## src/lvc_pkg.sv

```systemverilog
// Package for the verdict cache: item kind codes, controller states and the
// command and status structs between controller and datapath. No dependencies.
package lvc_pkg;

    // Item kind codes as carried in the kind field.
    localparam logic [1:0] KIND_SEARCH = 2'd0;
    localparam logic [1:0] KIND_INSERT = 2'd1;
    localparam logic [1:0] KIND_FLUSH  = 2'd2;

    typedef enum logic [2:0] {
        ST_CLEAR,
        ST_IDLE,
        ST_SCAN,
        ST_UPDATE,
        ST_FINISH
    } state_t;

    // Commands from the controller to the datapath.
    typedef struct packed {
        logic load;    // capture the accepted item
        logic start;   // begin a read sweep over all entries
        logic scan;    // sweep data goes to the match/victim search
        logic update;  // sweep data is rewritten with new ranks
        logic clear;   // write reset contents, one entry a cycle
        logic emit;    // load the result register and counters
    } cmd_t;

    // Status from the datapath to the controller.
    typedef struct packed {
        logic       done;      // last entry of the current sweep handled
        logic       found;     // search matched an entry
        logic       out_free;  // result register can take a new item
        logic [1:0] req_kind;  // kind of the item at the input
        logic [1:0] op_kind;   // kind of the item in progress
    } status_t;

endpackage

```

## src/lvc_ctrl.sv

```systemverilog
// Controller state machine of the verdict cache: sequences the sweeps.
// Depends on lvc_pkg.
module lvc_ctrl
    import lvc_pkg::*;
(
    input  logic    clk,
    input  logic    rst_n,
    input  logic    req_valid,
    output logic    req_ready,
    input  status_t status,
    output cmd_t    cmd
);

    state_t state_reg;
    state_t state_next;

    // State register; reset starts with a clearing pass.
    always_ff @(posedge clk or negedge rst_n)
    begin
        if (!rst_n)
        begin
            state_reg <= ST_CLEAR;
        end
        else
        begin
            state_reg <= state_next;
        end
    end

    // Next state and commands.
    always_comb
    begin
        state_next = state_reg;
        cmd        = '0;
        req_ready  = 1'b0;
        case (state_reg)
            ST_CLEAR:
            begin
                cmd.clear = 1'b1;
                if (status.done)
                begin
                    state_next = ST_IDLE;
                end
            end
            ST_IDLE:
            begin
                req_ready = 1'b1;
                if (req_valid)
                begin
                    cmd.load = 1'b1;
                    case (status.req_kind)
                        KIND_SEARCH, KIND_INSERT:
                        begin
                            cmd.start  = 1'b1;
                            state_next = ST_SCAN;
                        end
                        KIND_FLUSH:
                        begin
                            state_next = ST_CLEAR;
                        end
                        default:
                        begin
                            state_next = ST_IDLE;
                        end
                    endcase
                end
            end
            ST_SCAN:
            begin
                cmd.scan = 1'b1;
                if (status.done)
                begin
                    if (status.op_kind == KIND_INSERT || status.found)
                    begin
                        cmd.start  = 1'b1;
                        state_next = ST_UPDATE;
                    end
                    else
                    begin
                        state_next = ST_FINISH;
                    end
                end
            end
            ST_UPDATE:
            begin
                cmd.update = 1'b1;
                if (status.done)
                begin
                    state_next = (status.op_kind == KIND_SEARCH) ? ST_FINISH : ST_IDLE;
                end
            end
            ST_FINISH:
            begin
                if (status.out_free)
                begin
                    cmd.emit   = 1'b1;
                    state_next = ST_IDLE;
                end
            end
            default:
            begin
                state_next = ST_IDLE;
            end
        endcase
    end

endmodule

```

## config.mk

```make
export PLATFORM = sky130hd
export DESIGN_NAME = lvc_ctrl
export DESIGN_NICKNAME = d
export VERILOG_FILES = /design/src/lvc_pkg.sv /design/src/lvc_ctrl.sv
export SDC_FILE = /design/constraint.sdc
export NUM_CORES = 1
export LEC_CHECK = 0
export BUFFER_PORTS_ARGS = -buffer_cell sky130_fd_sc_hd__buf_2
export CAP_MARGIN = 30
export CORE_AREA = 2 2 39 41
export CTS_CLUSTER_SIZE = 30
export DETAILED_ROUTE_END_ITERATION = 7
export DIE_AREA = 0 0 41 43
export SYNTH_ARGS = -nofsm -noshare
export SYNTH_HDL_FRONTEND = slang
export SYNTH_SLANG_ARGS = --single-unit
```

## constraint.sdc

```tcl
create_clock -name clk -period 1.8 [get_ports clk]
set_clock_uncertainty 0.05 [all_clocks]
set_input_delay 0.36 -clock clk [delete_from_list [all_inputs] [get_ports clk]]
set_output_delay 0.36 -clock clk [all_outputs]
set_load 0.02 [all_outputs]
```

==> impl.org <==
** Die
- Row count :: 14
- Initial cell density of the core :: 0.235
- The die covers 1760 um2.
- # IOs :: 17
- From bottom edge to top edge, the die measures 43 um.
- The floorplan step defined a core boundary enclosing 1380 um2.
- In this run the horizontal extent of the chip is 41 um.

** Detailed routing
- Routed vias/inst :: 4.47
- The detailed router finished its first iteration with 7 violations.
- Number of routed nets with antenna violations :: 0
- After detailed routing, the average wire length per cell comes to 11.2 um.
- DR pass1 iterations :: 4
- DRC viols :: 0
- Across all layers, the routed design uses 353 vias.
- Final wirelength :: 887 um

** Layout
- Count of nets after finishing :: 74
- Diodes inserted :: 0
- Share of post-route cells with drive strength above 1 :: 0.651
- Area of all placed cells without fillers :: 510 um2
- P&R area growth vs syn :: 56.9%
- Number of non-filler instances in the completed layout :: 79
- The register with the most flip-flops in the layout has 3 of them.

** Setup path
- In this run the worst path has a maximum fanout of 6.
- Start of the worst register-to-register path :: state_reg[0]
- Worst Setup EP :: cmd[0]
- The worst setup path is launched from a flip-flop.
- The most critical setup path has its startpoint at state_reg[1].
- STA classifies the critical path endpoint as a primary output.
- Reg2reg path depth :: 6
- The critical path is of the flip-flop to primary output type.
- The worst register-to-register path ends at state_reg[0].
- STA puts the critical path data arrival time at 1320 ps.
- STA puts the critical path data required time at 1390 ps.
- The setup check on the worst reg-to-reg path leaves a slack of 250 ps.

** Logic synthesis
- Share of Yosys cell area claimed by the top area cell type :: 0.231
- The Yosys step of the flow raised 0 warnings.
- The most common cell in the synthesized netlist is sky130_fd_sc_hd__nor2_1.
- Main synth FF type :: sky130_fd_sc_hd__dfrtp_1
- Sequential fraction of the synthesis area :: 0.231
- After synthesis, the mean cell area works out to 8.79 um2.
- By area the synthesized netlist is led by sky130_fd_sc_hd__dfrtp_1, sky130_fd_sc_hd__o22ai_2, sky130_fd_sc_hd__buf_6.
- Share of async-settable or async-resettable flops after synthesis :: 1.00
- The synthesized design contains 3 register bits.
- In this run, synthesis inferred 0 flip-flops with an integrated enable.
- Commonest cells in the synthesized netlist :: sky130_fd_sc_hd__nor2_1, sky130_fd_sc_hd__dfrtp_1, sky130_fd_sc_hd__inv_1
- Mapped Area :: 325 um2
- The number of nets handed over by synthesis was 47.
- Of all cell types, the one taking the most synthesized area is sky130_fd_sc_hd__dfrtp_1.
- The synthesized netlist contains 24 unique library cells.
- Cell count after synthesis :: 37

** Min path
- The tightest min-delay check is of the primary input to flip-flop type.

** Clock tree
- Clock latency on the worst-skew pair :: 240 ps
- Cts bufs inserted :: 3
- Clock tree synthesis selected as its root buffer the cell sky130_fd_sc_hd__clkbuf_4.
- For this design, the sink count on the clock tree is 3.
- In this run the number of H-tree levels came out at 1.
- Post-CTS clock slew at the launch and capture registers of the worst setup and hold paths :: 40 ps
- Counting along the longest clock path gives a buffer depth of 2.
- TritonCTS built the clock tree.

** GRT
- Met3 global-route usage :: 0.0209
- Fraction of met2 tracks used by global routing :: 0.159
- Overflow after GRT :: 0
- Entering global routing, the biggest net connects 11 pins.
- GR Util met1 :: 0.128
- Number of antenna violations at the first check in global routing :: 0
- The number of global-route vias before repair was 300.
- Total global routing track utilization :: 0.101
- In this run the most used layer during global routing was met2.
- The first global-routing pass estimated 1240 um of wire.

** Pwr
- Power Density :: 1820 nW/um2
- The analysis attributes to cell leakage a power of 0.265 nW.
- IR analysis of the VDD net gives a maximum drop of 0.653 mV.

** STA
- The number of max-slew violations in the final report was 0.
- Min setup slack post-route :: 66.2 ps
- Worst slack on hold paths :: 300 ps
- Final critical-path share of the clock period :: 0.963
- Final total negative setup slack :: 0 ps
- For the pin with the worst max-slew slack, the measured transition is 199 ps.
- Final-report hold violation count :: 0
- Setup violations remaining at the end of the flow were counted as 0.
- Fmax achieved :: 577 MHz
- The worst path needs 1730 ps of the cycle, external delays included.
- In this run the tightest slew margin relative to its limit is 0.867.

** Flow run
- Max-cap violations :: 0

** Placement
- Input and output buffers added on the ports amount to 16.
- At the placement stage, the worst setup path has a slack of 193 ps.
- Post-Place Cell Area :: 410 um2
- The wire-length estimate of the detail-placed layout is 617 um.
- The congestion estimate from routability-driven global placement came to 0.784.
- Placed cell count :: 68

** Status
- Outcome :: finished clean
## cell usage in the layout (no fill, tap or decap), types with 2 or more instances in the layout
cell type | netlist | routed
sky130_fd_sc_hd__and3_1 | 2 | 2
sky130_fd_sc_hd__buf_2 | 0 | 15
sky130_fd_sc_hd__buf_4 | 1 | 8
sky130_fd_sc_hd__clkbuf_4 | 0 | 3
sky130_fd_sc_hd__dfrtp_2 | 0 | 3
sky130_fd_sc_hd__inv_1 | 3 | 3
sky130_fd_sc_hd__nand2_1 | 2 | 2
sky130_fd_sc_hd__nand3_1 | 2 | 2
sky130_fd_sc_hd__nor2_1 | 4 | 3
sky130_fd_sc_hd__nor3_1 | 2 | 2
sky130_fd_sc_hd__nor3b_4 | 1 | 2
sky130_fd_sc_hd__o22ai_2 | 2 | 2
## through the flow
step / util / power, mW
after detailed placement: 0.297 / 0.666
after global routing: 0.369 / 0.996
after global placement: 0.297 / 0.661
after floorplan: - / 0.570
after CTS: 0.325 / 0.801
final: 0.369 / 0.927
## how the worst min path moves through the flow
stage	start	endpoint	slack, ps	cells after the start
floorplan	rst_n	state_reg[0]	10	0
global placement	rst_n	state_reg[0]	110	1
detailed placement	rst_n	state_reg[1]	110	1
CTS	status[4]	state_reg[2]	300	2
global route	status[4]	state_reg[2]	310	2
finish	status[4]	state_reg[2]	300	2
## report_power, final
| part | internal (mW) | switching, mW | total (mW) |
|---|---|---|---|
| clock | 0.0835 | 0.0410 | 0.124 |
| combinational | 0.336 | 0.296 | 0.632 |
| sequential | 0.103 | 0.0683 | 0.171 |
## layout make-up
| cell class | count | area, um2 |
|---|---|---|
| fill | 153 | 873 |
| multi-input combinational | 27 | 214 |
| timing repair buffer | 25 | 156 |
| sequential | 3 | 78.8 |
| clock buffer | 4 | 26.3 |
| tap | 16 | 20.0 |
| inverter | 4 | 15.0 |
## kinds of logic (layout without fill, tap and decap cells)
logic type | after synthesis | count (layout) | synth area share
flops | 3 | 3 | 0.231
simple gates | 17 | 17 | 0.323
buf+inv | 7 | 33 | 0.138
compound gates | 9 | 9 | 0.262
mux | 1 | 1 | 0.0461
## critical path: stages, from the launching register on
cell	delay (ps)
sky130_fd_sc_hd__dfrtp_2	460
sky130_fd_sc_hd__buf_4	180
sky130_fd_sc_hd__nor2_2	110
sky130_fd_sc_hd__and3_1	170
sky130_fd_sc_hd__buf_2	160
## metal layers
layer	routed length (um)	up-vias
met5	0	-
met4	0	0
met3	67	0
met2	453	19
met1	367	151
li1	-	183
## repair_timing
item	CTS	global route
hold endpoints to repair	3	0
gates resized for setup	3	4
setup buffers	0	6
pin swaps	0	2
hold buffers	1	0
setup endpoints to repair	1	2
No activity file was read; power rests on OpenSTA's default activity.
